===== src/sv/fbee_pkg.sv =====
`timescale 1ns / 1ps
`default_nettype none
// ----------------------------------------------------------------------------
// fbee_pkg
// Shared types and constants of the footswitch bank event engine.
// ----------------------------------------------------------------------------
package fbee_pkg;

  localparam int BANKS    = 8;
  localparam int SWITCHES = 8;

  localparam logic [3:0] GROUP_NONE = 4'd8;
  localparam logic [7:0] PAIR_DOWN  = 8'h30;
  localparam logic [7:0] PAIR_UP    = 8'hC0;

  localparam logic [2:0] CFG_BANK_COUNT = 3'd0;
  localparam logic [2:0] CFG_LONG_TICKS = 3'd1;
  localparam logic [2:0] CFG_START_BANK = 3'd2;
  localparam logic [2:0] CFG_MAP_01     = 3'd3;
  localparam logic [2:0] CFG_MAP_23     = 3'd4;
  localparam logic [2:0] CFG_MAP_45     = 3'd5;
  localparam logic [2:0] CFG_MAP_67     = 3'd6;

  localparam logic [1:0] MODE_SHORT  = 2'd0;
  localparam logic [1:0] MODE_LONG   = 2'd1;
  localparam logic [1:0] MODE_TOGGLE = 2'd2;
  localparam logic [1:0] MODE_GROUP  = 2'd3;

  localparam logic [1:0] KIND_TRIGGER  = 2'd0;
  localparam logic [1:0] KIND_MOM_DOWN = 2'd1;
  localparam logic [1:0] KIND_MOM_UP   = 2'd2;
  localparam logic [1:0] KIND_STATUS   = 2'd3;

  typedef enum logic [2:0] {
    ST_IDLE,
    ST_NAV,
    ST_SCAN,
    ST_EMIT,
    ST_STATUS
  } fbee_state_t;

  typedef struct packed {
    logic load_in;
    logic nav;
    logic sw_step;
    logic emit_evt;
    logic emit_status;
    logic next_sw;
  } fbee_cmd_t;

  typedef struct packed {
    logic evt_pending;
    logic last_sw;
    logic out_free;
  } fbee_stat_t;

endpackage

`default_nettype wire


===== src/sv/fbee_ctrl.sv =====
`timescale 1ns / 1ps
`default_nettype none
// ----------------------------------------------------------------------------
// fbee_ctrl
// Tick sequencer: combo step, one switch per scan step, event drain, status.
// ----------------------------------------------------------------------------
module fbee_ctrl (
  input  wire logic               clk,
  input  wire logic               rst_n,
  input  wire logic               in_valid,
  output logic                    in_ready,
  input  fbee_pkg::fbee_stat_t    stat,
  output fbee_pkg::fbee_cmd_t     cmd
);
  import fbee_pkg::*;

  fbee_state_t state_r, state_nxt;

  always_ff @(posedge clk) begin
    if (!rst_n) begin
      state_r <= ST_IDLE;
    end else begin
      state_r <= state_nxt;
    end
  end

  always_comb begin
    state_nxt = state_r;
    unique case (state_r)
      ST_IDLE:   if (in_valid) state_nxt = ST_NAV;
      ST_NAV:    state_nxt = ST_SCAN;
      ST_SCAN:   state_nxt = ST_EMIT;
      ST_EMIT: begin
        if (!stat.evt_pending) begin
          state_nxt = stat.last_sw ? ST_STATUS : ST_SCAN;
        end
      end
      ST_STATUS: if (stat.out_free) state_nxt = ST_IDLE;
      default:   state_nxt = ST_IDLE;
    endcase
  end

  always_comb begin
    cmd      = '0;
    in_ready = 1'b0;
    unique case (state_r)
      ST_IDLE: begin
        in_ready    = 1'b1;
        cmd.load_in = in_valid;
      end
      ST_NAV:  cmd.nav = 1'b1;
      ST_SCAN: cmd.sw_step = 1'b1;
      ST_EMIT: begin
        cmd.emit_evt = stat.evt_pending && stat.out_free;
        cmd.next_sw  = !stat.evt_pending && !stat.last_sw;
      end
      ST_STATUS: cmd.emit_status = stat.out_free;
      default: cmd = '0;
    endcase
  end

endmodule

`default_nettype wire


===== src/sv/fbee_datapath.sv =====
`timescale 1ns / 1ps
`default_nettype none
// ----------------------------------------------------------------------------
// fbee_datapath
// Configuration, switch state, per-switch classification and output register.
// ----------------------------------------------------------------------------
module fbee_datapath (
  input  wire logic             clk,
  input  wire logic             rst_n,
  input  wire logic             cfg_we,
  input  wire logic [2:0]       cfg_index,
  input  wire logic [63:0]      cfg_wdata,
  input  wire logic [7:0]       in_switch,
  input  fbee_pkg::fbee_cmd_t   cmd,
  output fbee_pkg::fbee_stat_t  stat,
  output logic                  out_valid,
  input  wire logic             out_ready,
  output logic [1:0]            out_kind,
  output logic [15:0]           out_data,
  output logic                  out_last
);
  import fbee_pkg::*;

  // configuration
  logic [3:0]  bank_count_r;
  logic [7:0]  long_ticks_r;
  logic [63:0] map_r [4];

  // tick state
  logic [2:0]  cur_bank_r;
  logic [7:0]  prev_r;
  logic [7:0]  hold_r [SWITCHES];
  logic [7:0]  long_done_r;
  logic [3:0]  mom_sel_r;
  logic [7:0]  toggle_r [BANKS];
  logic [3:0]  group_r [BANKS];
  logic        locked_r;
  logic [7:0]  hold_set_r;
  logic [7:0]  used_set_r;
  logic [7:0]  combo_r;
  logic [7:0]  defer_r;
  logic [7:0]  now_r;
  logic [2:0]  idx_r;

  // event buffer, slot 0 leaves first
  logic [1:0]  ev_cnt_r;
  logic [1:0]  ev_kind_r [2];
  logic        ev_useb_r [2];
  logic        ev_mom_r;

  logic        out_valid_r;
  logic [1:0]  out_kind_r;
  logic [15:0] out_data_r;
  logic        out_last_r;

  // restoring remainder, four compare/subtract steps; v < 16 * c always holds
  function automatic logic [2:0] wrap_mod(input logic [3:0] v, input logic [3:0] c);
    logic [6:0] r;
    r = {3'd0, v};
    for (int k = 3; k >= 0; k--) begin
      if (r >= ({3'd0, c} << k)) r = r - ({3'd0, c} << k);
    end
    return r[2:0];
  endfunction

  logic [3:0] eff_cnt;
  always_comb begin
    if (bank_count_r == 4'd0) eff_cnt = 4'd1;
    else if (bank_count_r > 4'd8) eff_cnt = 4'd8;
    else eff_cnt = bank_count_r;
  end

  logic [63:0] map_word;
  logic [7:0]  tog_b;
  logic [3:0]  grp_b;
  assign map_word = map_r[cur_bank_r[2:1]];
  assign tog_b    = toggle_r[cur_bank_r];
  assign grp_b    = group_r[cur_bank_r];

  logic out_free;
  assign out_free = !out_valid_r || out_ready;

  // combo detection
  logic       down_pair, up_pair;
  logic [7:0] pair;
  logic [2:0] bank_step;
  assign down_pair = (now_r & PAIR_DOWN) == PAIR_DOWN;
  assign up_pair   = (now_r & PAIR_UP) == PAIR_UP;
  assign pair      = down_pair ? PAIR_DOWN : PAIR_UP;
  assign bank_step = down_pair ? wrap_mod({1'b0, cur_bank_r} + eff_cnt - 4'd1, eff_cnt)
                               : wrap_mod({1'b0, cur_bank_r} + 4'd1, eff_cnt);

  // one switch step
  logic [3:0] nib;
  logic [1:0] mode;
  logic       mom, now_b, was_b, down, up, skip, tog_bit;
  logic [7:0] h_nxt;
  logic       ld_nxt, def_nxt, msel_nxt, flip, grp_wr;
  logic [1:0] n_ev;
  logic [1:0] k0, k1;
  logic       u0, u1;

  always_comb begin
    nib     = map_word[{cur_bank_r[0], idx_r, 2'b00} +: 4];
    mode    = nib[1:0];
    mom     = nib[2];
    now_b   = now_r[idx_r];
    was_b   = prev_r[idx_r];
    down    = now_b && !was_b;
    up      = !now_b && was_b;
    skip    = (locked_r && !hold_set_r[idx_r]) || used_set_r[idx_r] || combo_r[idx_r];
    tog_bit = tog_b[idx_r];
    h_nxt   = hold_r[idx_r];
    ld_nxt  = long_done_r[idx_r];
    def_nxt = defer_r[idx_r];
    msel_nxt = mom_sel_r[idx_r[1:0]];
    flip    = 1'b0;
    grp_wr  = 1'b0;
    n_ev    = 2'd0;
    k0 = KIND_TRIGGER; k1 = KIND_TRIGGER; u0 = 1'b0; u1 = 1'b0;
    if (skip) begin
      h_nxt  = 8'd0;
      ld_nxt = 1'b0;
    end else if (idx_r[2]) begin
      if (down) begin
        def_nxt = 1'b1;
        h_nxt   = 8'd0;
        ld_nxt  = 1'b0;
      end else if (now_b && defer_r[idx_r]) begin
        h_nxt = (h_nxt < long_ticks_r) ? h_nxt + 8'd1 : long_ticks_r;
      end else if (up && defer_r[idx_r]) begin
        def_nxt = 1'b0;
        n_ev = 2'd1;
        k0   = KIND_TRIGGER;
        unique case (mode)
          MODE_GROUP:  grp_wr = 1'b1;
          MODE_TOGGLE: begin
            u0   = tog_bit;
            flip = 1'b1;
          end
          MODE_LONG:   u0 = h_nxt >= long_ticks_r;
          MODE_SHORT:  u0 = 1'b0;
        endcase
        h_nxt  = 8'd0;
        ld_nxt = 1'b0;
      end
    end else begin
      if (down) begin
        h_nxt  = 8'd0;
        ld_nxt = 1'b0;
        if (mom) begin
          k0 = KIND_MOM_DOWN;
          u0 = (mode == MODE_TOGGLE) && tog_bit;
          if (mode == MODE_TOGGLE) msel_nxt = tog_bit;
          n_ev = 2'd1;
        end
        if (mode == MODE_GROUP || mode == MODE_TOGGLE) begin
          grp_wr = mode == MODE_GROUP;
          flip   = mode == MODE_TOGGLE;
          if (n_ev == 2'd0) begin
            k0 = KIND_TRIGGER;
            u0 = (mode == MODE_TOGGLE) && tog_bit;
          end else begin
            k1 = KIND_TRIGGER;
            u1 = (mode == MODE_TOGGLE) && tog_bit;
          end
          n_ev = n_ev + 2'd1;
        end
      end
      if (now_b) begin
        h_nxt = (h_nxt < long_ticks_r) ? h_nxt + 8'd1 : long_ticks_r;
        if (mode == MODE_LONG && !ld_nxt && h_nxt >= long_ticks_r) begin
          if (n_ev == 2'd0) begin
            k0 = KIND_TRIGGER; u0 = 1'b1;
          end else begin
            k1 = KIND_TRIGGER; u1 = 1'b1;
          end
          n_ev   = n_ev + 2'd1;
          ld_nxt = 1'b1;
        end
      end
      if (up) begin
        if (mom) begin
          k0   = KIND_MOM_UP;
          u0   = (mode == MODE_TOGGLE) && mom_sel_r[idx_r[1:0]];
          n_ev = 2'd1;
        end
        if (mode == MODE_SHORT ||
            (mode == MODE_LONG && !ld_nxt && h_nxt < long_ticks_r)) begin
          if (n_ev == 2'd0) begin
            k0 = KIND_TRIGGER; u0 = 1'b0;
          end else begin
            k1 = KIND_TRIGGER; u1 = 1'b0;
          end
          n_ev = n_ev + 2'd1;
        end
        h_nxt  = 8'd0;
        ld_nxt = 1'b0;
      end
    end
  end

  // LED mask from the state after the scan
  logic [7:0] led;
  always_comb begin
    logic [3:0] m;
    logic       on;
    led = '0;
    for (int i = 0; i < SWITCHES; i++) begin
      m = map_word[{cur_bank_r[0], 3'(i), 2'b00} +: 4];
      if (m[1:0] == MODE_GROUP) on = grp_b == 4'(i);
      else if (m[1:0] == MODE_TOGGLE) on = m[3] ? toggle_r[cur_bank_r][i]
                                                : !toggle_r[cur_bank_r][i];
      else on = 1'b1;
      led[i] = on && !now_r[i];
    end
  end

  always_ff @(posedge clk) begin
    if (!rst_n) begin
      bank_count_r <= 4'd8;
      long_ticks_r <= 8'd40;
      for (int b = 0; b < 4; b++) map_r[b] <= '0;
      cur_bank_r  <= 3'd0;
      prev_r      <= '0;
      for (int i = 0; i < SWITCHES; i++) hold_r[i] <= '0;
      long_done_r <= '0;
      mom_sel_r   <= '0;
      for (int b = 0; b < BANKS; b++) begin
        toggle_r[b] <= '0;
        group_r[b]  <= GROUP_NONE;
      end
      locked_r    <= 1'b0;
      hold_set_r  <= '0;
      used_set_r  <= '0;
      combo_r     <= '0;
      defer_r     <= '0;
      idx_r       <= '0;
      ev_cnt_r    <= '0;
      out_valid_r <= 1'b0;
    end else begin
      if (cfg_we) begin
        unique case (cfg_index)
          CFG_BANK_COUNT: bank_count_r <= cfg_wdata[3:0];
          CFG_LONG_TICKS: long_ticks_r <= cfg_wdata[7:0];
          CFG_START_BANK: cur_bank_r <= wrap_mod({1'b0, cfg_wdata[2:0]}, eff_cnt);
          CFG_MAP_01, CFG_MAP_23, CFG_MAP_45, CFG_MAP_67:
            map_r[2'(cfg_index - CFG_MAP_01)] <= cfg_wdata;
          default: ;
        endcase
      end
      if (cmd.load_in) idx_r <= '0;
      if (cmd.next_sw) idx_r <= idx_r + 3'd1;
      if (cmd.nav) begin
        if (locked_r) begin
          if ((now_r & hold_set_r) == 8'd0) begin
            locked_r   <= 1'b0;
            hold_set_r <= '0;
            used_set_r <= '0;
            combo_r    <= '0;
          end
        end else if (down_pair || up_pair) begin
          cur_bank_r <= bank_step;
          combo_r    <= pair;
          locked_r   <= 1'b1;
          hold_set_r <= pair;
          used_set_r <= pair;
          defer_r    <= defer_r & ~pair;
        end
      end
      if (cmd.sw_step) begin
        hold_r[idx_r]      <= h_nxt;
        long_done_r[idx_r] <= ld_nxt;
        defer_r[idx_r]     <= def_nxt;
        if (!idx_r[2]) mom_sel_r[idx_r[1:0]] <= msel_nxt;
        if (flip) toggle_r[cur_bank_r][idx_r] <= !tog_bit;
        if (grp_wr) group_r[cur_bank_r] <= {1'b0, idx_r};
        ev_cnt_r <= n_ev;
      end
      if (cmd.emit_evt) ev_cnt_r <= ev_cnt_r - 2'd1;
      if (cmd.emit_status) prev_r <= now_r;
      if (cmd.emit_evt || cmd.emit_status) out_valid_r <= 1'b1;
      else if (out_ready) out_valid_r <= 1'b0;
    end
  end

  // payload registers
  always_ff @(posedge clk) begin
    if (cmd.load_in) now_r <= in_switch;
    if (cmd.sw_step) begin
      ev_kind_r[0] <= k0; ev_useb_r[0] <= u0;
      ev_kind_r[1] <= k1; ev_useb_r[1] <= u1;
      ev_mom_r     <= mom;
    end
    if (cmd.emit_evt) begin
      ev_kind_r[0] <= ev_kind_r[1];
      ev_useb_r[0] <= ev_useb_r[1];
      out_kind_r   <= ev_kind_r[0];
      out_data_r   <= {8'd0, cur_bank_r, ev_mom_r, ev_useb_r[0], idx_r};
      out_last_r   <= 1'b0;
    end else if (cmd.emit_status) begin
      out_kind_r <= KIND_STATUS;
      out_data_r <= {led, cur_bank_r, 5'd0};
      out_last_r <= 1'b1;
    end
  end

  assign stat.evt_pending = ev_cnt_r != 2'd0;
  assign stat.last_sw     = idx_r == 3'(SWITCHES - 1);
  assign stat.out_free    = out_free;

  assign out_valid = out_valid_r;
  assign out_kind  = out_kind_r;
  assign out_data  = out_data_r;
  assign out_last  = out_last_r;

endmodule

`default_nettype wire


===== src/sv/footswitch_bank_event_engine.sv =====
`timescale 1ns / 1ps
`default_nettype none
// ----------------------------------------------------------------------------
// footswitch_bank_event_engine
// Classifies eight footswitches per scan tick and emits action events.
// ----------------------------------------------------------------------------
// Usage: each transfer on the in_ channel is one scan tick (bit i = switch i
// pressed). The block answers with zero or more action events (kind trigger,
// momentary down or momentary up) in switch order, then one status item
// (tuser = status, tlast = 1) carrying the LED mask and the bank.
// Sequence: the tick is accepted, the bank-step check runs, then each switch
// gets a classify step and a drain step that sends its events one by one,
// then the status item is sent. The sequencer handles one tick at a time;
// in_tready is high only between ticks.
// The output register lets the next tick be accepted while the status item
// still waits. When the receiver stalls, the sequencer holds on the pending
// event and nothing is dropped. Reset (rst_n low, synchronous) restores the
// register defaults and clears all switch state; bank 0 is loaded.
// cfg_ writes are taken at once and are meant for when no tick is in flight.
// ----------------------------------------------------------------------------
module footswitch_bank_event_engine (
  input  wire logic        clk,
  input  wire logic        rst_n,
  input  wire logic        cfg_we,
  input  wire logic [2:0]  cfg_index,
  input  wire logic [63:0] cfg_wdata,
  input  wire logic        in_tvalid,
  output logic             in_tready,
  input  wire logic [7:0]  in_tdata,   // [7:0] switch_pressed
  output logic             out_tvalid,
  input  wire logic        out_tready,
  output logic [15:0]      out_tdata,  // [2:0] button, [3] use_list_b, [4] momentary,
                                       // [7:5] bank_now, [15:8] led_mask
  output logic [1:0]       out_tuser,  // [1:0] event_kind
  output logic             out_tlast   // last_of_tick
);
  import fbee_pkg::*;

  fbee_cmd_t  cmd;
  fbee_stat_t stat;

  fbee_ctrl u_ctrl (
    .clk      (clk),
    .rst_n    (rst_n),
    .in_valid (in_tvalid),
    .in_ready (in_tready),
    .stat     (stat),
    .cmd      (cmd)
  );

  fbee_datapath u_dp (
    .clk       (clk),
    .rst_n     (rst_n),
    .cfg_we    (cfg_we),
    .cfg_index (cfg_index),
    .cfg_wdata (cfg_wdata),
    .in_switch (in_tdata),
    .cmd       (cmd),
    .stat      (stat),
    .out_valid (out_tvalid),
    .out_ready (out_tready),
    .out_kind  (out_tuser),
    .out_data  (out_tdata),
    .out_last  (out_tlast)
  );

endmodule

`default_nettype wire


===== config.mk =====
export PLATFORM = sky130hd
export DESIGN_NAME = footswitch_bank_event_engine
export DESIGN_NICKNAME = d
export VERILOG_FILES = /design/src/sv/fbee_pkg.sv /design/src/sv/fbee_ctrl.sv /design/src/sv/fbee_datapath.sv /design/src/sv/footswitch_bank_event_engine.sv
export SDC_FILE = /design/constraint.sdc
export NUM_CORES = 1
export LEC_CHECK = 0
export BUFFER_PORTS_ARGS = -buffer_cell sky130_fd_sc_hd__buf_4
export CAP_MARGIN = 40
export CORE_ASPECT_RATIO = 1.2
export CORE_MARGIN = 1
export CORE_UTILIZATION = 55
export CTS_CLUSTER_DIAMETER = 100
export DETAILED_ROUTE_END_ITERATION = 6
export MAX_ROUTING_LAYER = met4
export PLACE_DENSITY = 0.76
export SYNTH_ARGS = -nofsm -noshare
export SYNTH_HDL_FRONTEND = slang
export SYNTH_SLANG_ARGS = --single-unit

===== constraint.sdc =====
create_clock -name clk -period 11.4 [get_ports clk]
set_input_delay 2.28 -clock clk [delete_from_list [all_inputs] [get_ports clk]]
set_output_delay 2.28 -clock clk [all_outputs]
set_load 0.01 [all_outputs]

==> key figures, run 1 <==
Routing
  – DRT iter0 DRCs: approximately 1,900
  – DRT Wirelength: 77,600 um
  – Vias per Instance: approximately 6.4
  – Vias: 20,200
  – Antenna viol nets, final: 0
  – DRC viols: 0
  – TritonRoute pass-1 iters: 5
  – WL/cell: 24.6 um

Pwr
  – VDD IR-drop max: 176 uV
  – Pwr dens: 146 nW/um2
  – Clock power share: 0.368
  – P_int: ~3.3 mW
  – P_sw: around 1.2 mW
  – Sw frac: 0.264
  – Logic pwr share: 0.156
  – Flop pwr share: 0.476
  – Total Power: 4.49 mW
  – Static Leakage: ~11 nW

Setup path
  – CP Data Arrival Time: 9.92 ns
  – WP data required: 11.89 ns
  – CP bufs+invs: 6
  – CP most frequent cell: ha_1
  – R2r worst-path depth: 38
  – CP Class: register to register
  – Worst R2R Setup Slack: 1.97 ns
  – Startpoint Class: register
  – FF-to-FF End: u_dp.cur_bank_r[1]$_SDFF_PN0_
  – Crit-path max cell delay: 0.83 ns
  – Slowest CP cell: clkinv_1
  – CP top delay family: compound AO/OA/AOI/OAI gates
  – Setup crit start: u_dp.cur_bank_r[1]$_SDFF_PN0_
  – FF-to-FF Start: u_dp.cur_bank_r[1]$_SDFF_PN0_
  – Crit. End Element: register
  – CP Max Fanout: 32

GRT
  – Grt ovf: 0
  – Antenna violations before repair: 0
  – Vias in the first global route: 19,900
  – Overall routing resource usage: 0.308
  – First-pass GRT wire length: ~120,000 um
  – Largest net degree at the start of global routing: 83

Clock network
  – Sink Count: roughly 510
  – Reg clk slew, reported paths: approximately 0.060 ns
  – Setup Fix Bufs, Post-CTS: 0
  – # H-tree levels: 2
  – CTS max path bufs: 3
  – Post-cts sizing count: 0
  – CTS tree: done
  – Hold_buf cts: 0
  – Clock latency on the worst-skew pair: 0.60 ns
  – Total CTS buffers: 50
  – Clk root buf: clkbuf_16

Yosys
  – Synth Register Bits: 506
  – Warnings, synthesis: 0
  – Cell variety after synth: roughly 110
  – Share of flip-flops with an asynchronous set or reset: 0
  – Cell Area, Synth: 27,900 um2
  – Post-synthesis sequential area ratio: 0.517
  – Syn nets: between 2,000 and 3,000
  – Main flop type after synthesis: edfxtp_1
  – EDFF count, synth: ~430
  – Synth Instances: ~2,400
  – Mapped Avg Cell Area: 11.5 um2

STA
  – Final min period: around 9.4 ns
  – Slew Limit Fails: 0
  – Setup TNS after final layout: 0 ns
  – Tcrit/Tclk final: 0.827
  – Final clock skew: ~0.014 ns
  – Slew of the pin with the lowest slew margin: 0.922 ns
  – Fmax: 0.106 GHz
  – Slew HR: 0.383
  – RSZ-0062 raised after global routing: false
  – Final Setup Violations: 0
  – Hold Vio Cnt, Final: 0

Placement
  – Gpl congestion: 0.994
  – IO Port Bufs: 100
  – Placed cell count: 3,066
  – Hpwl dp: 53,000 um
  – Post-DP Area: 29,200 um2

Floorplan
  – Die width: 208 um
  – Ports: 101
  – Initial Util: 0.556
  – Row count: 90
  – Die Y-Extent: about 250 um
  – Die Area: ~52,000 um2
  – Core Footprint: 50,200 um2

Layout
  – Diodes inserted: 0
  – Filler cells: 3,943
  – Fin nets: 2,664
  – Finished Layout Cells: 3,160
  – Synth-to-layout area growth: 10.4%
  – Commonest non-fill, non-tap cells in the layout: 431 x edfxtp_1, 243 x nor2_1, 206 x and2_1
  – Share of layout cells above drive strength 1: 0.155
  – Commonest non-fill, non-tap cell in the layout: edfxtp_1
  – Post-route cell area: just over 30,000 um2

Outcome
  – Status: complete, no violations

Hold path
  – Hold Crit Endpoint: u_dp.group_r[6][3]$_SDFFE_PP0N_
  – WHS Path Cells: 2
  – Hold path start: u_dp.group_r[6][3]$_SDFFE_PP0N_
  – Hold WC Path Type: register to register

Flow run
  – Max_cap viols: 0
-- worst register-to-register path: cells and delay by family (launching register included) --
| family | cells | cell delay (ns) |
|---|---|---|
| AO/OA/AOI/OAI | 12 | 2.48 |
| XOR/XNOR | 2 | 0.44 |
| adder cells (fa/ha/maj) | 8 | 2.32 |
| buffers and inverters | 6 | 1.18 |
| flip-flops | 1 | 0.79 |
| multiplexers | 2 | 0.54 |
| AND/OR/NAND/NOR | 8 | 1.56 |
-- cell usage after synthesis, types with 6 or more instances --
cell type	number	area share
a211oi_1	8	0.0022
a21boi_0	27	0.0073
a21o_1	17	0.0046
a21oi_1	65	0.012
a221oi_1	22	0.0069
a22oi_1	14	0.0038
a31oi_1	21	0.0047
a32o_1	7	0.0025
and2_1	206	0.046
and3_1	75	0.017
buf_2	26	0.0047
buf_4	10	0.0027
buf_6	7	0.0028
clkbuf_1	103	0.014
dfxtp_1	75	0.054
edfxtp_1	431	0.46
fa_1	10	0.0072
ha_1	99	0.044
inv_1	77	0.010
mux2_2	24	0.0097
mux2i_1	61	0.022
mux4_2	79	0.064
nand2_1	179	0.024
nand2b_1	28	0.0063
nand3_1	53	0.0095
nand3b_1	8	0.0022
nand4_1	14	0.0031
nor2_1	244	0.033
nor2b_1	38	0.0085
nor3_1	36	0.0065
nor3_2	7	0.0025
nor3b_1	10	0.0027
o211ai_1	11	0.0030
o21a_1	11	0.0030
o21ai_0	140	0.025
o21ai_1	7	0.0013
o22ai_1	13	0.0029
o31ai_1	6	0.0016
or3_1	10	0.0022
xnor2_1	21	0.0066
xor2_1	10	0.0031
-- area by class of cell --
| cell class | count | area (um2) | area share |
|---|---|---|---|
| well taps | 644 | 806 | 0.0261 |
| multi-input cells | 1697 | 12500 | 0.406 |
| flip-flops and latches | 506 | 14500 | 0.469 |
| repair buffers | 138 | 1110 | 0.0359 |
| clock buffers | 64 | 1360 | 0.0440 |
| inverters | 82 | 308 | 0.00998 |
| clock inverters | 29 | 289 | 0.00937 |
-- through the flow --
step                      worst slack [ns]  hold slack (ns)   util
after CTS                             2.04            0.452  0.614
after floorplan                       3.05            0.409      -
after global placement                2.29            0.439  0.579
after detailed placement              2.07            0.443  0.581
after global routing                  1.33            0.482  0.614
final                                 1.97            0.453  0.614
-- per-layer routing --
metal	routed length, um	GRT usage	vias to the layer above
met2	38900	0.514	963
met3	5890	0.0474	174
li1	-	-	9067
met5	0	-	-
met4	3180	0.126	0
met1	29600	0.374	10000
-- power by group through the flow --
| stage | registers (mW) | logic, mW | clock network (mW) |
|---|---|---|---|
| after detailed placement | 2.18 | 0.689 | 0 |
| after global placement | 2.17 | 0.669 | 0 |
| after global routing | 2.15 | 0.748 | 1.73 |
| final | 2.14 | 0.699 | 1.65 |
| after CTS | 2.14 | 0.692 | 1.67 |
| after floorplan | 2.16 | 0.476 | 0 |
-- cells by family after synthesis --
family	count (synthesis)	synth area share
fa+ha+maj	109	0.0515
buf+inv	234	0.0366
flops	506	0.517
mux	177	0.105
compound gates	432	0.104
simple gates	947	0.175
xor+xnor	32	0.0103
-- sequential cells by signal, indices dropped and copies added (netlist names), 16 cells and up, named ones only --
| signal | cells |
|---|---|
| u_dp.map_r | 256 |
| u_dp.hold_r | 64 |
| u_dp.toggle_r | 64 |
| u_dp.out_data | 16 |
| u_dp.group_r | 32 |
-- worst max path at each step --
stage                                endpoint  cells after the start  slack, ns
4_1_cts         u_dp.cur_bank_r[1]$_SDFF_PN0_                     38       2.04
2_1_floorplan  u_dp.map_r[0][0]$_SDFFCE_PN0P_                      8       3.05
5_1_grt         u_dp.cur_bank_r[1]$_SDFF_PN0_                     38       1.33
3_3_place_gp    u_dp.cur_bank_r[1]$_SDFF_PN0_                     38       2.29
3_5_place_dp    u_dp.cur_bank_r[1]$_SDFF_PN0_                     38       2.07
6_report        u_dp.cur_bank_r[1]$_SDFF_PN0_                     38       1.97
(Power assumes the default switching activity.)
==> run 2, diff against run 1 <==
PLACE_DENSITY = 0.79   (was 0.76)
clock period = 8.65 ns   (was 11.4 ns; I/O delays follow)
==> run 2 against run 1 <==
Effect of this change: flip-flop and latch count unchanged; first-iteration DRC count rose by 12%; sequential power up 32%; core utilization stayed put; total power up 31%; critical path type unchanged.
==> key figures, run 2 (synthesis gave the netlist of run 1 again) <==
GRT
  – Grt ovf: 0
  – Antenna violations before repair: 1
  – Largest net degree at the start of global routing: 100
  – Vias in the first global route: 20,500
  – First-pass GRT wire length: roughly 120,000 um
  – Overall routing resource usage: 0.310

Layout
  – Final core utilization: 0.614
  – Commonest non-fill, non-tap cells in the layout: 431 x edfxtp_1, 243 x nor2_1, 206 x and2_1
  – Post-route cell area: approximately 31,000 um2
  – Share of layout cells above drive strength 1: 0.152
  – Reg with most FFs: u_dp.map_r
  – Area of the multi-input gates: ~13,000 um2
  – Register area: 14,500 um2
  – Commonest non-fill, non-tap cell in the layout: edfxtp_1
  – Largest register FFs: 256
  – Largest regs: u_dp.map_r: 256 flops, u_dp.hold_r: 64 flops, u_dp.toggle_r: 64 flops
  – Fin nets: 2,665
  – Finished Layout Cells: 3,160
  – Filler cells: 3,922
  – Synth-to-layout area growth: 10.4%

Setup path
  – R2r worst-path depth: 42
  – CP Max Fanout: 8
  – Slowest CP cell: dfxtp_1
  – Crit. End Element: register
  – CP Class: register to register
  – Worst R2R Setup Slack: slightly above 0.8 ns
  – CP most frequent cell: ha_1
  – Startpoint Class: register
  – WP data required: between 9 and 10 ns
  – CP Data Arrival Time: 8.30 ns
  – Crit-path max cell delay: 0.43 ns

Clock network
  – Clk root buf: clkbuf_16
  – Reg clk slew, reported paths: ~0.06 ns
  – CTS max path bufs: 3
  – # H-tree levels: 2
  – Clock latency on the worst-skew pair: between 0.6 and 0.7 ns
  – Total CTS buffers: 50
  – CTS tree: done
  – Sink Count: 506

Floorplan
  – Initial Util: 0.556
  – Die Area: 51,700 um2
  – Die width: 208 um
  – Core Footprint: about 50,000 um2
  – Die Y-Extent: 249 um
  – Ports: slightly above 100
  – Row count: 90

Hold path
  – Hold WC Path Type: register to register
  – WHS Path Cells: 2

Routing
  – Vias: 20,200
  – WL/cell: 24.5 um
  – Vias per Instance: 6.40
  – DRT iter0 DRCs: 2,082
  – TritonRoute pass-1 iters: 6
  – DRT Wirelength: 77,400 um
  – DRC viols: 0
  – Antenna viol nets, final: 0

Placement
  – Setup WS pre-CTS: around 0.42 ns
  – Gpl congestion: approximately 0.93
  – Placed cell count: 3,065
  – IO Port Bufs: 100
  – Hpwl dp: about 53,000 um
  – Post-DP Area: between 20,000 and 30,000 um2

STA
  – Tcrit/Tclk final: 0.905
  – Final Setup Violations: 0
  – RSZ-0062 raised after global routing: false
  – Fmax: 0.128 GHz
  – Final min period: between 7 and 8 ns
  – Setup TNS after final layout: 0 ns
  – Final Hold Slack: 0.459 ns
  – Slew Limit Fails: 0
  – Slew of the pin with the lowest slew margin: 1.05 ns
  – Hold Vio Cnt, Final: 0
  – Final setup margin: 0.823 ns
  – Slew HR: 0.293
  – Final clock skew: approximately 0.068 ns

Pwr
  – VDD IR-drop max: around 200 uV
  – Pwr dens: 191 nW/um2
  – Total Power: a little under 6 mW
  – Static Leakage: 11.3 nW

Flow run
  – Max_cap viols: 0

Outcome
  – Status: complete, no violations
## run 2: changes by cell type in the layout (fill, tap and decap cells not counted), sizes merged
cell / delta
clkinvlp: +2
bufinv: -2
clkbuf: -1
diode: +1
clkinv: -5
inv: +3
buf: +2
## run 2: routing by layer
| layer | GRT usage | vias up | wire length (um) |
|---|---|---|---|
| li1 | - | 9070 | - |
| met1 | 0.372 | 10000 | 29800 |
| met2 | 0.520 | 912 | 38800 |
| met3 | 0.0431 | 226 | 5300 |
| met4 | 0.141 | 0 | 3510 |
| met5 | - | - | 0 |
## run 2: layout make-up
| type | count | share of cell area |
|---|---|---|
| clock inverters | 27 | 0.00771 |
| repair buffers | 139 | 0.0371 |
| flip-flops and latches | 506 | 0.469 |
| well taps | 644 | 0.0261 |
| inverters | 82 | 0.0101 |
| diodes | 1 | 0.0000812 |
| multi-input cells | 1697 | 0.407 |
| clock buffers | 64 | 0.0436 |
## run 2: final timing paths
check,end,start
worst min register to register,u_dp.group_r[6][3]$_SDFFE_PP0N_,u_dp.group_r[6][3]$_SDFFE_PP0N_
worst max register to register,u_dp.cur_bank_r[1]$_SDFF_PN0_,u_dp.bank_count_r[1]$_SDFFE_PN0P_
worst max-delay path,u_dp.cur_bank_r[1]$_SDFF_PN0_,u_dp.bank_count_r[1]$_SDFFE_PN0P_
worst min-delay path,u_dp.group_r[6][3]$_SDFFE_PP0N_,u_dp.group_r[6][3]$_SDFFE_PP0N_
## run 2: timing repair
| action | 4_1_cts | 5_1_grt |
|---|---|---|
| gates resized for setup | 0 | 4 |
| hold endpoints to repair | 0 | 0 |
| hold buffers | 0 | 0 |
| endpoints found under the setup margin | 0 | 3 |
| buffers inserted | 0 | 2 |
## run 2: worst max-delay path: cells and delay by family (launching register included)
kind,cells,cell delay (ns)
AO/OA/AOI/OAI,12,2.14
XOR/XNOR,2,0.35
adder cells (fa/ha/maj),8,1.94
buffers and inverters,6,0.44
flip-flops,1,0.43
multiplexers,2,0.63
AND/OR/NAND/NOR,12,1.76
## run 2: power by group
group / total [mW] / internal, mW / switching [mW]
logic: 0.929 / 0.358 / 0.572
clock network: 2.13 / 1.17 / 0.962
registers: 2.82 / 2.77 / 0.0451
total: 5.88 / 4.30 / 1.58
==> run 3, diff against run 2 <==
REMOVE_ABC_BUFFERS = 1   (was default)
==> run 3 against run 2 <==
Effect of this change: critical path type unchanged; sequential power barely moved; highest routed layer unchanged; die area did not move; core utilization rose by 0.32 points; cell area rose by 0.52%; global-route usage rose by 0.092 points.
==> key figures, run 3 (synthesis gave the netlist of run 1 again) <==
Outcome
  – Status: complete, no violations

Placement
  – Gpl congestion: 0.959
  – IO Port Bufs: 100
  – Hpwl dp: roughly 53,000 um

Pwr
  – Pwr dens: approximately 200 nW/um2
  – VDD IR-drop max: 186 uV
  – Static Leakage: 11.4 nW

Layout
  – Largest regs: u_dp.map_r: 256 flops, u_dp.hold_r: 64 flops, u_dp.toggle_r: 64 flops
  – Reg with most FFs: u_dp.map_r
  – Fin nets: 2,670
  – Final core utilization: 0.617
  – Synth-to-layout area growth: 11.0%
  – Largest register FFs: 256
  – Commonest non-fill, non-tap cells in the layout: 431 x edfxtp_1, 243 x nor2_1, 206 x and2_1
  – Commonest non-fill, non-tap cell in the layout: edfxtp_1
  – Share of layout cells above drive strength 1: 0.159

GRT
  – Vias in the first global route: 20,500
  – First-pass GRT wire length: 119,000 um
  – Overall routing resource usage: 0.311
  – Antenna violations before repair: 1
  – Largest net degree at the start of global routing: 92
  – Grt ovf: 0

Flow run
  – Max_cap viols: 0

Routing
  – Vias per Instance: 6.42
  – DRT iter0 DRCs: around 2,200
  – DRC viols: 0
  – TritonRoute pass-1 iters: 6
  – DRT Wirelength: ~78,000 um
  – Vias: 20,300
  – WL/cell: 24.7 um
  – Antenna viol nets, final: 0

Floorplan
  – Die width: 208 um
  – Die Area: 51,700 um2
  – Core Footprint: between 50,000 and 60,000 um2
  – Die Y-Extent: around 250 um
  – Ports: 101
  – Initial Util: 0.556
  – Row count: 90

Setup path
  – R2r worst-path depth: 40
  – Crit-path max cell delay: ~0.52 ns
  – FF-to-FF Start: u_dp.bank_count_r[3]$_SDFFE_PN1P_
  – Crit. End Element: register
  – CP most frequent cell: ha_1
  – CP Max Fanout: 8
  – CP Class: register to register
  – FF-to-FF End: u_dp.cur_bank_r[1]$_SDFF_PN0_
  – Setup crit start: u_dp.bank_count_r[3]$_SDFFE_PN1P_
  – CP Capture Point: u_dp.cur_bank_r[1]$_SDFF_PN0_
  – WP data required: 9.14 ns
  – Worst R2R Setup Slack: 0.81 ns
  – CP Data Arrival Time: approximately 8.3 ns
  – Startpoint Class: register
  – Slowest CP cell: dfxtp_1

Clock network
  – Clk root buf: clkbuf_16
  – # H-tree levels: 2
  – Clock latency on the worst-skew pair: roughly 0.62 ns
  – Reg clk slew, reported paths: 0.07 ns
  – CTS tree: done
  – CTS max path bufs: 3
  – Sink Count: 506
  – Hold_buf cts: 0
  – Total CTS buffers: slightly above 50

STA
  – Hold Vio Cnt, Final: 0
  – Final min period: 7.84 ns
  – Fmax: 0.128 GHz
  – Final clock skew: 0.0418 ns
  – Final Hold Slack: roughly 0.46 ns
  – Slew of the pin with the lowest slew margin: 1.01 ns
  – RSZ-0062 raised after global routing: false
  – Final Setup Violations: 0
  – Slew HR: 0.321
  – Tcrit/Tclk final: 0.906
  – Slew Limit Fails: 0

Hold path
  – Hold WC Path Type: register to register
-- run 3: repair_timing --
item                                    4_1_cts  5_1_grt
buffers inserted                              0        2
resized for setup                             0        2
endpoints found under the setup margin        0        3
-- run 3: power breakdown --
part	switching (mW)	leakage, nW	internal [mW]	total (mW)
clock	0.985	0.870	1.33	2.32
sequential	0.0461	4.85	2.77	2.82
combinational	0.578	5.66	0.355	0.932
total	1.61	11.4	4.46	6.07
-- run 3: layer usage --
layer | wire (um) | part of all wire | track usage | vias up
met3 | 6190 | 0.079 | 0.0400 | 248
met5 | 0 | 0 | - | -
met1 | 29000 | 0.37 | 0.372 | 9955
met4 | 4240 | 0.054 | 0.160 | 0
met2 | 38900 | 0.50 | 0.516 | 1037
li1 | - | - | - | 9090
-- run 3: worst min path at each step --
stage | startpoint | depth (start not counted) | endpoint | slack [ns]
global placement | u_dp.group_r[2][3]$_SDFFE_PP0N_ | 2 | u_dp.group_r[2][3]$_SDFFE_PP0N_ | 0.44
floorplan | u_dp.defer_r[2]$_SDFFE_PN0P_ | 2 | u_dp.defer_r[2]$_SDFFE_PN0P_ | 0.42
CTS | u_dp.group_r[2][3]$_SDFFE_PP0N_ | 2 | u_dp.group_r[2][3]$_SDFFE_PP0N_ | 0.46
detailed placement | u_dp.defer_r[1]$_SDFFE_PN0P_ | 2 | u_dp.defer_r[1]$_SDFFE_PN0P_ | 0.45
global route | u_dp.group_r[2][3]$_SDFFE_PP0N_ | 2 | u_dp.group_r[2][3]$_SDFFE_PP0N_ | 0.48
finish | u_dp.defer_r[1]$_SDFFE_PN0P_ | 2 | u_dp.defer_r[1]$_SDFFE_PN0P_ | 0.46
-- run 3: final cells by class --
type                       instances  area [um2]
antenna                            1        2.50
fill                            3856       19200
clock buffer                      61        1340
clock inverter                    35         417
tap                              644         806
multi-input combinational       1697       12500
sequential                       506       14500
inverter                          82         312
timing repair buffer             143        1140
-- run 3: worst max-delay path, delay by kind of cell (launching register included) --
| family | cells | cell delay [ns] |
|---|---|---|
| compound gates | 12 | 2.12 |
| xor+xnor | 2 | 0.44 |
| fa+ha+maj | 8 | 1.95 |
| buf+inv | 6 | 0.50 |
| flops | 1 | 0.52 |
| mux | 2 | 0.60 |
| simple gates | 10 | 1.56 |
-- run 3: metrics by stage --
stage | setup slack (ns) | instances | area (um2) | power, mW | setup TNS [ns]
6_report | 0.810 | 3169 | 31000 | 6.07 | 0
5_1_grt | 0.0317 | 3169 | 31000 | 6.24 | 0
4_1_cts | 0.470 | 3166 | 31000 | 6.06 | 0
3_5_place_dp | 0.528 | 3070 | 29200 | 3.78 | 0
3_3_place_gp | 0.738 | 3060 | 29100 | 3.74 | 0
2_1_floorplan | -3.05 | 2285 | 27200 | 3.46 | -48.60
